`config.mk`:
```
export PLATFORM = sky130hd
export DESIGN_NAME = delta_patch_stream_decoder
export DESIGN_NICKNAME = d
export VERILOG_FILES = /design/src/hw/rtl/dpsd_pkg.sv /design/src/hw/rtl/dpsd_parse.sv /design/src/hw/rtl/dpsd_fifo.sv /design/src/hw/rtl/delta_patch_stream_decoder.sv
export SDC_FILE = /design/constraint.sdc
export NUM_CORES = 2
export LEC_CHECK = 0
export BUFFER_PORTS_ARGS = -buffer_cell sky130_fd_sc_hd__buf_2
export CAP_MARGIN = 20
export CORE_MARGIN = 2
export CORE_UTILIZATION = 54
export CTS_CLUSTER_DIAMETER = 50
export DETAILED_ROUTE_END_ITERATION = 8
export PLACE_DENSITY = 0.82
export SLEW_MARGIN = 20
export SYNTH_ARGS = -nofsm -noshare
export SYNTH_HDL_FRONTEND = slang
export SYNTH_SLANG_ARGS = --single-unit
```
`constraint.sdc`:
```
create_clock -name clk -period 24.2 [get_ports clk]
set_input_delay 7.26 -clock clk [delete_from_list [all_inputs] [get_ports clk]]
set_output_delay 7.26 -clock clk [all_outputs]
set_load 0.01 [all_outputs]
```
`src/hw/rtl/dpsd_pkg.sv`:
```
// Shared types, codes and sizes for the delta patch stream decoder.
package dpsd_pkg;

  // Address and size widths
  localparam int ADDR_BITS = 24;
  localparam int SIZE_BITS = ADDR_BITS + 1;
  localparam int LEN_BITS  = 32;
  localparam int WIDE_BITS = ((SIZE_BITS > LEN_BITS) ? SIZE_BITS : LEN_BITS) + 1;

  // Result queue sizing
  localparam int MAX_RES     = 3;
  localparam int FIFO_DEPTH  = 4;
  localparam int PTR_BITS    = $clog2(FIFO_DEPTH);
  localparam int CNT_BITS    = PTR_BITS + 1;

  // Configuration register indexes
  localparam logic CFG_BASE_SIZE   = 1'b0;
  localparam logic CFG_TARGET_SIZE = 1'b1;

  // Patch format bytes
  localparam logic [7:0] ESC_BYTE    = 8'hA7;
  localparam logic [7:0] OPB_MOD     = 8'hA6;
  localparam logic [7:0] OPB_INS     = 8'hA5;
  localparam logic [7:0] OPB_DEL     = 8'hA4;
  localparam logic [7:0] OPB_EQL     = 8'hA3;
  localparam logic [7:0] OPB_BKT     = 8'hA2;
  localparam logic [7:0] LEN_MAX_1B  = 8'd251;
  localparam logic [7:0] LEN_PFX_1   = 8'd252;
  localparam logic [7:0] LEN_PFX_2   = 8'd253;
  localparam logic [7:0] LEN_PFX_4   = 8'd254;
  localparam logic [8:0] LEN_BIAS_1  = 9'd253;

  // Parse phases
  localparam logic [2:0] PH_OP_START   = 3'd0;
  localparam logic [2:0] PH_OP_ESC     = 3'd1;
  localparam logic [2:0] PH_LIT        = 3'd2;
  localparam logic [2:0] PH_LIT_ESC    = 3'd3;
  localparam logic [2:0] PH_LEN_PREFIX = 3'd4;
  localparam logic [2:0] PH_LEN_SHORT  = 3'd5;
  localparam logic [2:0] PH_LEN_LONG   = 3'd6;

  // Operations
  localparam logic [2:0] OP_MOD = 3'd0;
  localparam logic [2:0] OP_INS = 3'd1;
  localparam logic [2:0] OP_DEL = 3'd2;
  localparam logic [2:0] OP_EQL = 3'd3;
  localparam logic [2:0] OP_BKT = 3'd4;

  // Result kinds
  localparam logic [1:0] K_WRITE = 2'd0;
  localparam logic [1:0] K_COPY  = 2'd1;
  localparam logic [1:0] K_DONE  = 2'd2;
  localparam logic [1:0] K_ERROR = 2'd3;

  // Status codes
  localparam logic [2:0] ST_OK        = 3'd0;
  localparam logic [2:0] ST_BAD_ARG   = 3'd1;
  localparam logic [2:0] ST_TRUNC     = 3'd2;
  localparam logic [2:0] ST_BAD_LEN   = 3'd3;
  localparam logic [2:0] ST_SRC_RANGE = 3'd4;
  localparam logic [2:0] ST_TGT_RANGE = 3'd5;
  localparam logic [2:0] ST_SIZE_MIS  = 3'd6;

  // One result item
  typedef struct packed {
    logic [1:0]           kind;
    logic [ADDR_BITS-1:0] taddr;
    logic [ADDR_BITS-1:0] saddr;
    logic [LEN_BITS-1:0]  run;
    logic [7:0]           data;
    logic [2:0]           status;
    logic                 last;
  } res_t;

  // Results produced by one patch byte
  typedef struct packed {
    logic [1:0]         count;
    res_t [MAX_RES-1:0] items;
  } res_push_t;

endpackage

```
`src/hw/rtl/dpsd_parse.sv`:
```
// Patch byte input register, parse state and per-byte result generation.
module dpsd_parse (
  input  logic                          clk,
  input  logic                          rst,
  input  logic                          patch_valid,
  output logic                          patch_stall,
  input  logic [7:0]                    patch_byte,
  input  logic                          stream_end,
  input  logic [dpsd_pkg::SIZE_BITS-1:0] base_size,
  input  logic [dpsd_pkg::SIZE_BITS-1:0] target_size,
  input  logic                          room,
  output dpsd_pkg::res_push_t           push
);
  import dpsd_pkg::*;

  // Input register
  logic       in_full;
  logic [7:0] byte_q;
  logic       end_q;
  logic       accept;
  logic       proc;

  // Parse state
  logic [2:0]           phase, phase_next;
  logic [2:0]           op, op_next;
  logic [LEN_BITS-1:0]  acc, acc_next;
  logic [2:0]           left, left_next;
  logic [SIZE_BITS-1:0] sp, sp_next;
  logic [SIZE_BITS-1:0] tp, tp_next;
  logic                 err, err_next;
  logic                 started, started_next;

  // Decode temporaries
  logic                 zero_err;
  logic [2:0]           st;
  logic                 lit0, lit1;
  logic [7:0]           d1;
  logic [2:0]           op_eff;
  logic                 mod_w;
  logic                 w0_ok, w1_ok, copy_ok;
  logic                 run_go;
  logic [LEN_BITS-1:0]  run_len;
  logic [LEN_BITS-1:0]  acc_shift;
  logic [2:0]           left_dec;
  logic                 op_hit;
  logic [2:0]           op_code;
  logic [SIZE_BITS-1:0] tp1, sp1;
  logic [SIZE_BITS-1:0] src_room, tgt_room;
  logic                 src_bad, tgt_bad;
  logic                 term;
  logic [1:0]           term_kind;
  logic [2:0]           term_st;
  logic [1:0]           n;
  res_push_t            push_c;

  assign patch_stall = in_full && !room;
  assign accept      = patch_valid && !patch_stall;
  assign proc        = in_full && room;

  // Hold the byte until the queue has room for its results
  always_ff @(posedge clk) begin
    if (rst) begin
      in_full <= 1'b0;
    end else if (accept) begin
      in_full <= 1'b1;
    end else if (proc) begin
      in_full <= 1'b0;
    end
  end

  always_ff @(posedge clk) begin
    if (accept) begin
      byte_q <= patch_byte;
      end_q  <= stream_end;
    end
  end

  // Opcode lookup
  always_comb begin
    op_hit  = 1'b1;
    op_code = OP_MOD;
    case (byte_q)
      OPB_MOD: op_code = OP_MOD;
      OPB_INS: op_code = OP_INS;
      OPB_DEL: op_code = OP_DEL;
      OPB_EQL: op_code = OP_EQL;
      OPB_BKT: op_code = OP_BKT;
      default: op_hit  = 1'b0;
    endcase
  end

  assign acc_shift = {acc[LEN_BITS-9:0], byte_q};
  assign left_dec  = (left != 3'd0) ? left - 3'd1 : 3'd0;
  assign tp1       = tp + SIZE_BITS'(1);
  assign src_room  = base_size - sp;
  assign tgt_room  = target_size - tp;
  assign zero_err  = !started && ((base_size == '0) || (target_size == '0));

  always_comb begin
    phase_next   = phase;
    op_next      = op;
    acc_next     = acc;
    left_next    = left;
    sp_next      = sp;
    tp_next      = tp;
    err_next     = err;
    started_next = started;
    st           = ST_OK;
    lit0         = 1'b0;
    lit1         = 1'b0;
    d1           = byte_q;
    op_eff       = op;
    run_go       = 1'b0;
    run_len      = '0;
    w0_ok        = 1'b0;
    w1_ok        = 1'b0;
    copy_ok      = 1'b0;
    term         = 1'b0;
    term_kind    = K_DONE;
    term_st      = ST_OK;
    n            = 2'd0;
    push_c       = '0;

    // Phase decode
    if (!err && !zero_err) begin
      case (phase)
        PH_OP_ESC, PH_LIT_ESC: begin
          if (op_hit) begin
            op_next    = op_code;
            phase_next = ((op_code == OP_MOD) || (op_code == OP_INS)) ? PH_LIT : PH_LEN_PREFIX;
          end else begin
            if (phase == PH_OP_ESC) begin
              op_eff = OP_MOD;
            end
            op_next    = op_eff;
            phase_next = PH_LIT;
            lit0       = 1'b1;
            lit1       = (byte_q != ESC_BYTE);
          end
        end
        PH_LIT: begin
          if (byte_q == ESC_BYTE) begin
            phase_next = PH_LIT_ESC;
          end else begin
            lit0 = 1'b1;
          end
        end
        PH_LEN_PREFIX: begin
          if (byte_q <= LEN_MAX_1B) begin
            run_go  = 1'b1;
            run_len = LEN_BITS'(byte_q) + LEN_BITS'(1);
          end else if (byte_q == LEN_PFX_1) begin
            phase_next = PH_LEN_SHORT;
            left_next  = 3'd1;
          end else if ((byte_q == LEN_PFX_2) || (byte_q == LEN_PFX_4)) begin
            phase_next = PH_LEN_LONG;
            acc_next   = '0;
            left_next  = (byte_q == LEN_PFX_2) ? 3'd2 : 3'd4;
          end else begin
            st = ST_BAD_LEN;
          end
        end
        PH_LEN_SHORT: begin
          left_next = 3'd0;
          run_go    = 1'b1;
          run_len   = LEN_BITS'(LEN_BIAS_1) + LEN_BITS'(byte_q);
        end
        PH_LEN_LONG: begin
          acc_next  = acc_shift;
          left_next = left_dec;
          if (left_dec == 3'd0) begin
            if (acc_shift == '0) begin
              st = ST_BAD_LEN;
            end else begin
              run_go  = 1'b1;
              run_len = acc_shift;
            end
          end
        end
        default: begin
          if (byte_q == ESC_BYTE) begin
            phase_next = PH_OP_ESC;
          end else begin
            op_eff     = OP_MOD;
            op_next    = OP_MOD;
            phase_next = PH_LIT;
            lit0       = 1'b1;
          end
        end
      endcase
    end

    // Literal writes: check target room, then source room for a modify
    mod_w = (op_eff == OP_MOD);
    sp1   = sp + SIZE_BITS'(mod_w);
    if (lit0) begin
      if (tp >= target_size) begin
        st = ST_TGT_RANGE;
      end else if (mod_w && (sp >= base_size)) begin
        st = ST_SRC_RANGE;
      end else begin
        w0_ok = 1'b1;
      end
    end
    if (lit1 && w0_ok) begin
      if (tp1 >= target_size) begin
        st = ST_TGT_RANGE;
      end else if (mod_w && (sp1 >= base_size)) begin
        st = ST_SRC_RANGE;
      end else begin
        w1_ok = 1'b1;
      end
    end
    if (w0_ok) begin
      tp_next = tp + SIZE_BITS'(w0_ok) + SIZE_BITS'(w1_ok);
      if (mod_w) begin
        sp_next = sp + SIZE_BITS'(w0_ok) + SIZE_BITS'(w1_ok);
      end
    end

    // Length operations
    src_bad = (sp > base_size) || (WIDE_BITS'(run_len) > WIDE_BITS'(src_room));
    tgt_bad = (tp > target_size) || (WIDE_BITS'(run_len) > WIDE_BITS'(tgt_room));
    if (run_go) begin
      phase_next = PH_OP_START;
      case (op)
        OP_EQL: begin
          if (src_bad) begin
            st = ST_SRC_RANGE;
          end else if (tgt_bad) begin
            st = ST_TGT_RANGE;
          end else begin
            copy_ok = 1'b1;
            sp_next = sp + SIZE_BITS'(run_len);
            tp_next = tp + SIZE_BITS'(run_len);
          end
        end
        OP_DEL: begin
          if (src_bad) begin
            st = ST_SRC_RANGE;
          end else begin
            sp_next = sp + SIZE_BITS'(run_len);
          end
        end
        default: begin
          if (WIDE_BITS'(run_len) > WIDE_BITS'(sp)) begin
            st = ST_SRC_RANGE;
          end else begin
            sp_next = sp - SIZE_BITS'(run_len);
          end
        end
      endcase
    end

    // Error latch and end-of-stream check
    if (!err) begin
      started_next = 1'b1;
      if (zero_err) begin
        st = ST_BAD_ARG;
      end
      if (st != ST_OK) begin
        term      = 1'b1;
        term_kind = K_ERROR;
        term_st   = st;
        err_next  = 1'b1;
      end else if (end_q) begin
        term = 1'b1;
        if ((phase_next == PH_OP_ESC) || (phase_next == PH_LEN_PREFIX) ||
            (phase_next == PH_LEN_SHORT) || (phase_next == PH_LEN_LONG)) begin
          term_kind = K_ERROR;
          term_st   = ST_TRUNC;
        end else if (tp_next != target_size) begin
          term_kind = K_ERROR;
          term_st   = ST_SIZE_MIS;
        end
      end
    end

    // Restart the stream after its last byte
    if (end_q) begin
      phase_next   = PH_OP_START;
      op_next      = OP_MOD;
      acc_next     = '0;
      left_next    = 3'd0;
      sp_next      = '0;
      tp_next      = '0;
      err_next     = 1'b0;
      started_next = 1'b0;
    end

    // Pack results in order
    if (w0_ok) begin
      push_c.items[n].kind  = K_WRITE;
      push_c.items[n].taddr = tp[ADDR_BITS-1:0];
      push_c.items[n].data  = byte_q == ESC_BYTE || lit1 ? ESC_BYTE : byte_q;
      n = n + 2'd1;
    end
    if (w1_ok) begin
      push_c.items[n].kind  = K_WRITE;
      push_c.items[n].taddr = tp1[ADDR_BITS-1:0];
      push_c.items[n].data  = d1;
      n = n + 2'd1;
    end
    if (copy_ok) begin
      push_c.items[n].kind  = K_COPY;
      push_c.items[n].taddr = tp[ADDR_BITS-1:0];
      push_c.items[n].saddr = sp[ADDR_BITS-1:0];
      push_c.items[n].run   = run_len;
      n = n + 2'd1;
    end
    if (term) begin
      push_c.items[n].kind   = term_kind;
      push_c.items[n].status = term_st;
      n = n + 2'd1;
    end
    if (n != 2'd0) begin
      push_c.items[n - 2'd1].last = 1'b1;
    end
    push_c.count = proc ? n : 2'd0;
  end

  assign push = push_c;

  // Advance parse state when the byte is processed
  always_ff @(posedge clk) begin
    if (rst) begin
      phase   <= PH_OP_START;
      op      <= OP_MOD;
      acc     <= '0;
      left    <= 3'd0;
      sp      <= '0;
      tp      <= '0;
      err     <= 1'b0;
      started <= 1'b0;
    end else if (proc) begin
      phase   <= phase_next;
      op      <= op_next;
      acc     <= acc_next;
      left    <= left_next;
      sp      <= sp_next;
      tp      <= tp_next;
      err     <= err_next;
      started <= started_next;
    end
  end

endmodule

```
`src/hw/rtl/dpsd_fifo.sv`:
```
// Result queue: takes up to three results per cycle, delivers one per transfer.
module dpsd_fifo (
  input  logic                            clk,
  input  logic                            rst,
  input  dpsd_pkg::res_push_t             push,
  output logic                            room,
  output logic                            res_valid,
  input  logic                            res_stall,
  output dpsd_pkg::res_t                  head
);
  import dpsd_pkg::*;

  res_t                mem [FIFO_DEPTH];
  logic [PTR_BITS-1:0] wr_ptr;
  logic [PTR_BITS-1:0] rd_ptr;
  logic [CNT_BITS-1:0] count;
  logic                pop;

  assign res_valid = (count != '0);
  assign pop       = res_valid && !res_stall;
  assign room      = (count <= CNT_BITS'(FIFO_DEPTH - MAX_RES));
  assign head      = mem[rd_ptr];

  // Store pushed results at consecutive slots
  always_ff @(posedge clk) begin
    for (int k = 0; k < MAX_RES; k++) begin
      if (2'(k) < push.count) begin
        mem[wr_ptr + PTR_BITS'(k)] <= push.items[k];
      end
    end
  end

  // Advance pointers and occupancy
  always_ff @(posedge clk) begin
    if (rst) begin
      wr_ptr <= '0;
      rd_ptr <= '0;
      count  <= '0;
    end else begin
      wr_ptr <= wr_ptr + PTR_BITS'(push.count);
      if (pop) begin
        rd_ptr <= rd_ptr + PTR_BITS'(1);
      end
      count <= count + CNT_BITS'(push.count) - CNT_BITS'(pop);
    end
  end

endmodule

```
`src/hw/rtl/delta_patch_stream_decoder.sv`:
```
// Top level of the delta patch stream decoder: size registers, parser and result queue.
// Decodes an escape/opcode delta patch one byte per transfer into literal byte writes,
// copy runs from the source image, and a done or error result at the byte flagged
// stream_end. A byte is held in an input register, processed from there and its
// results are registered in the result queue; results leave one per transfer on the
// result channel. The block takes one byte per cycle as long as each byte causes at
// most one result and the result side does not stall; a byte with two or three results
// occupies the single-result output port for one transfer each, and the input stalls
// while the four-entry result queue has fewer than three free slots. Errors are sticky
// until the stream_end byte. Write base_size and target_size only while the block is idle.
module delta_patch_stream_decoder (
  input  logic                          clk,
  input  logic                          rst,
  input  logic                          patch_valid,
  output logic                          patch_stall,
  input  logic [7:0]                    patch_byte,
  input  logic                          stream_end,
  output logic                          res_valid,
  input  logic                          res_stall,
  output logic [1:0]                    kind,
  output logic [dpsd_pkg::ADDR_BITS-1:0] target_address,
  output logic [dpsd_pkg::ADDR_BITS-1:0] source_address,
  output logic [dpsd_pkg::LEN_BITS-1:0] run_bytes,
  output logic [7:0]                    data_byte,
  output logic [2:0]                    status,
  output logic                          final_res,
  input  logic                          cfg_valid,
  output logic                          cfg_ready,
  input  logic                          cfg_index,
  input  logic [dpsd_pkg::SIZE_BITS-1:0] cfg_data
);
  import dpsd_pkg::*;

  logic [SIZE_BITS-1:0] base_size;
  logic [SIZE_BITS-1:0] target_size;
  logic                 room;
  res_push_t            push;
  res_t                 head;

  assign cfg_ready = 1'b1;

  // Size registers
  always_ff @(posedge clk) begin
    if (rst) begin
      base_size   <= '0;
      target_size <= '0;
    end else if (cfg_valid && cfg_ready) begin
      case (cfg_index)
        CFG_BASE_SIZE:   base_size   <= cfg_data;
        CFG_TARGET_SIZE: target_size <= cfg_data;
        default: ;
      endcase
    end
  end

  dpsd_parse u_parse (
    .clk         (clk),
    .rst         (rst),
    .patch_valid (patch_valid),
    .patch_stall (patch_stall),
    .patch_byte  (patch_byte),
    .stream_end  (stream_end),
    .base_size   (base_size),
    .target_size (target_size),
    .room        (room),
    .push        (push)
  );

  dpsd_fifo u_fifo (
    .clk       (clk),
    .rst       (rst),
    .push      (push),
    .room      (room),
    .res_valid (res_valid),
    .res_stall (res_stall),
    .head      (head)
  );

  // Drive result fields from the queue head
  assign kind           = head.kind;
  assign target_address = head.taddr;
  assign source_address = head.saddr;
  assign run_bytes      = head.run;
  assign data_byte      = head.data;
  assign status         = head.status;
  assign final_res      = head.last;

endmodule

```
==> key figures <==
Status
  • Status: finished clean

Place
  • I/O Buffers: 135
  • Dpl cell area: 37800 um2
  • GPL Wtd Cong: 1.01
  • DP HPWL: just under 90 mm
  • Dpl cells: 4671

Global route
  • Vias in the first global route: approximately 30000
  • Initial antenna violation count: 1
  • GR Util All Layers: 33.7%
  • GRT overflow: 0
  • First-pass GRT wire length: approximately 180 mm
  • Largest net degree at the start of global routing: 85

Worst setup path
  • Req. time, crit path: ~24 ns
  • Crit path kind: flip-flop to flip-flop
  • CP most frequent cell: ha_1
  • Critical path startpoint category: flip-flop
  • CP endpoint kind: flip-flop
  • CP Max Fanout: 36
  • Buffer and inverter count on the worst path: 7
  • Max stage delay cell, worst path: nor2_4
  • CP max stage delay: around 0.67 ns
  • CP Data Arrival Time: approximately 11 ns
  • CP delay by family, top: simple AND/OR/NAND/NOR gates

STA
  • Hold WS: 0.457 ns
  • Fin crit share: 44.7%
  • Slew Viols, Final: 0
  • Slew margin rel.: between 20 and 30%
  • Worst-margin pin slew: 1.07 ns
  • Unrepaired setup endpoints after global routing: false
  • Tmin final: between 10 and 15 ns
  • Setup TNS: 0 ns
  • Fmax: just over 90 MHz
  • Final Hold Fails: 0
  • Setup-failing EPs final: 0
  • Layout Skew: 0.0329 ns

Final layout
  • Fin cells: around 4800
  • Reg area: 14500 um2
  • Non-Filler Cell Area, Final: around 40000 um2
  • Final net count: 4201
  • ANT cells: 0
  • Area Growth Syn to Fin: 10.2%
  • Layout filler cell count: 5491
  • Layout cells sized above 1: 11.4%
  • Area of the multi-input gates: 20500 um2

CTS
  • Max clock buf depth: 3
  • TritonCTS clock tree: done
  • Worst-Skew Late Latency: 0.63 ns
  • Post-CTS Setup Bufs: 0
  • Clock Sinks: 530
  • Num CTS Buffers: 66
  • Htree depth: 3
  • Post-CTS Hold Fix Bufs: 0
  • PostCTS Resize Cnt: 0
  • Root Buffer: clkbuf_16
  • Clk slew on worst S/H paths: 0.06 ns

Floorplanning
  • FP Rows: 95
  • Die X: 263 um
  • Core ar.: 66900 um2
  • Die height: 263 um
  • Initial Utilization: between 50% and 60%
  • Die area: between 60000 and 70000 um2
  • Num ports: approximately 140

Detailed routing
  • DRC viols: 0
  • Detailed Route WL: 120 mm
  • Via-to-Cell Ratio: 6.65
  • ANT nets after route: 0
  • Vias: 31877
  • TritonRoute pass-1 iters: 8
  • Initial drt markers: between 4000 and 5000
  • Drt wl/cell: 25.0 um

Power and ir drop
  • Peak supply drop: a little under 0.06 mV
  • Leak: 0.0145 uW
  • Power per Cell Area: 73.4 nW/um2

Logic synthesis
  • Post-synth top area share: 31.8%
  • Mapped Cells: between 3000 and 4000
  • Avg Synthesized Cell Area: 9.59 um2
  • Seq/Total Area, Yosys: 39.8%
  • Synth area leader: edfxtp_1
  • Ys async rst share: 0%
  • #FFs+latches synth: 530
  • Post-synth cell types: 104
  • Most frequent cell after synthesis: nor2_1
  • Synth Flop Type: edfxtp_1
  • Post-synth top cells: nor2_1, edfxtp_1, nand2_1
  • EDFF count, synth: 385
  • Syn. warnings: 0
  • Mapped Area: 36300 um2
  • Synth top area cells: edfxtp_1, ha_1, dfxtp_1

Worst hold path
  • Hold crit path type: flip-flop to flip-flop

Job
  • Max Cap Violations: 0
[through the flow]
stage               total power, uW  worst slack (ns)  util [%]
floorplan                      1680              9.62         -
global placement               1930             13.92      56.5
detailed placement             1940             13.63      56.5
CTS                            2930             13.50      59.8
global route                   3030             12.67      59.8
finish                         2940             13.38      59.8
[layout by cell type, fill, tap and decap left out, types with 13 or more instances in the layout]
cell / n
nor2_1: 463
edfxtp_1: 385
nand2_1: 329
ha_1: 288
a21oi_1: 279
inv_1: 181
o21ai_0: 161
xnor2_1: 160
dfxtp_1: 143
buf_2: 134
nand3_1: 120
mux4_2: 94
a21o_1: 79
nor3_1: 71
o2bb2ai_1: 70
clkbuf_16: 69
a22oi_1: 53
nand4_1: 50
xor2_1: 50
buf_4: 48
nor2b_1: 45
nor4_1: 40
nand2b_1: 37
and2_1: 29
conb_1: 29
o22ai_1: 27
or3_1: 23
and3_1: 21
o21bai_1: 21
a211oi_1: 20
clkinv_1: 19
o211ai_1: 18
o21a_1: 15
o221ai_1: 14
a31oi_1: 14
and4_1: 13
o31ai_1: 13
or2_2: 13
[metal layers]
layer / share of wire, % / up-vias / GRT usage [%] / wire, um
met2: 46 / 2110 / 53.8 / 54700
met3: 11 / 314 / 6.32 / 13700
met1: 39 / 15361 / 46.2 / 46700
met5: 0 / - / 0 / 0
li1: - / 14092 / - / -
met4: 3.8 / 0 / 11.8 / 4550
[worst reg2reg max path: cells and delay by family (launching register included)]
kind	cells	cell delay, ns
compound gates	6	1.54
xor+xnor	3	0.98
fa+ha+maj	6	1.86
buf+inv	7	2.74
flops	1	0.58
simple gates	12	2.71
[cell families (layout without fill, tap and decap cells)]
| kind of cell | after synthesis | after routing | share of synthesized area (%) |
|---|---|---|---|
| adder cells (fa/ha/maj) | 297 | 297 | 10.4 |
| XOR/XNOR | 213 | 213 | 5.23 |
| buffers and inverters | 391 | 496 | 4.30 |
| multiplexers | 106 | 106 | 6.20 |
| AO/OA/AOI/OAI | 943 | 943 | 17.4 |
| AND/OR/NAND/NOR | 1305 | 1305 | 16.7 |
| flip-flops | 530 | 530 | 39.8 |
| other | 2 | 29 | 0.0207 |
[path summary, 6_finish.rpt]
check	startpoint	endpoint	slack (ns)	cells after the start
worst max register to register	u_parse.byte_q[1]	u_fifo.mem[3][55]	13.38	34
worst min-delay path	u_parse.acc[19]	u_parse.acc[19]	0.46	2
worst max-delay path	u_parse.byte_q[1]	u_fifo.mem[3][55]	13.38	34
worst min register to register	u_parse.acc[19]	u_parse.acc[19]	0.46	2
[power breakdown]
part           switching, uW  total, uW  internal, uW  leakage (uW)
Clock                    425       1000           577       0.00108
Sequential              53.2       1130          1080       0.00454
Combinational            483        804           322       0.00890
[flip-flops by register name (all words and copies together) (netlist names), 2 cells and up, named ones only]
register / flops
u_fifo.mem: 376
u_fifo.rd_ptr: 2
u_parse.phase: 3
u_parse.op: 3
u_parse.left: 3
u_fifo.count: 3
u_parse.sp: 25
u_parse.byte_q: 8
target_size: 25
u_parse.acc: 24
base_size: 25
u_fifo.wr_ptr: 2
u_parse.tp: 25
[layout make-up]
type / instances / area share [%]
inverters: 193 / 1.81
repair buffers: 182 / 2.57
clock buffers: 81 / 4.50
multi-input cells: 2893 / 51.2
well taps: 873 / 2.73
flip-flops and latches: 530 / 36.1
clock inverters: 40 / 1.07
(Power assumes the default switching activity.)
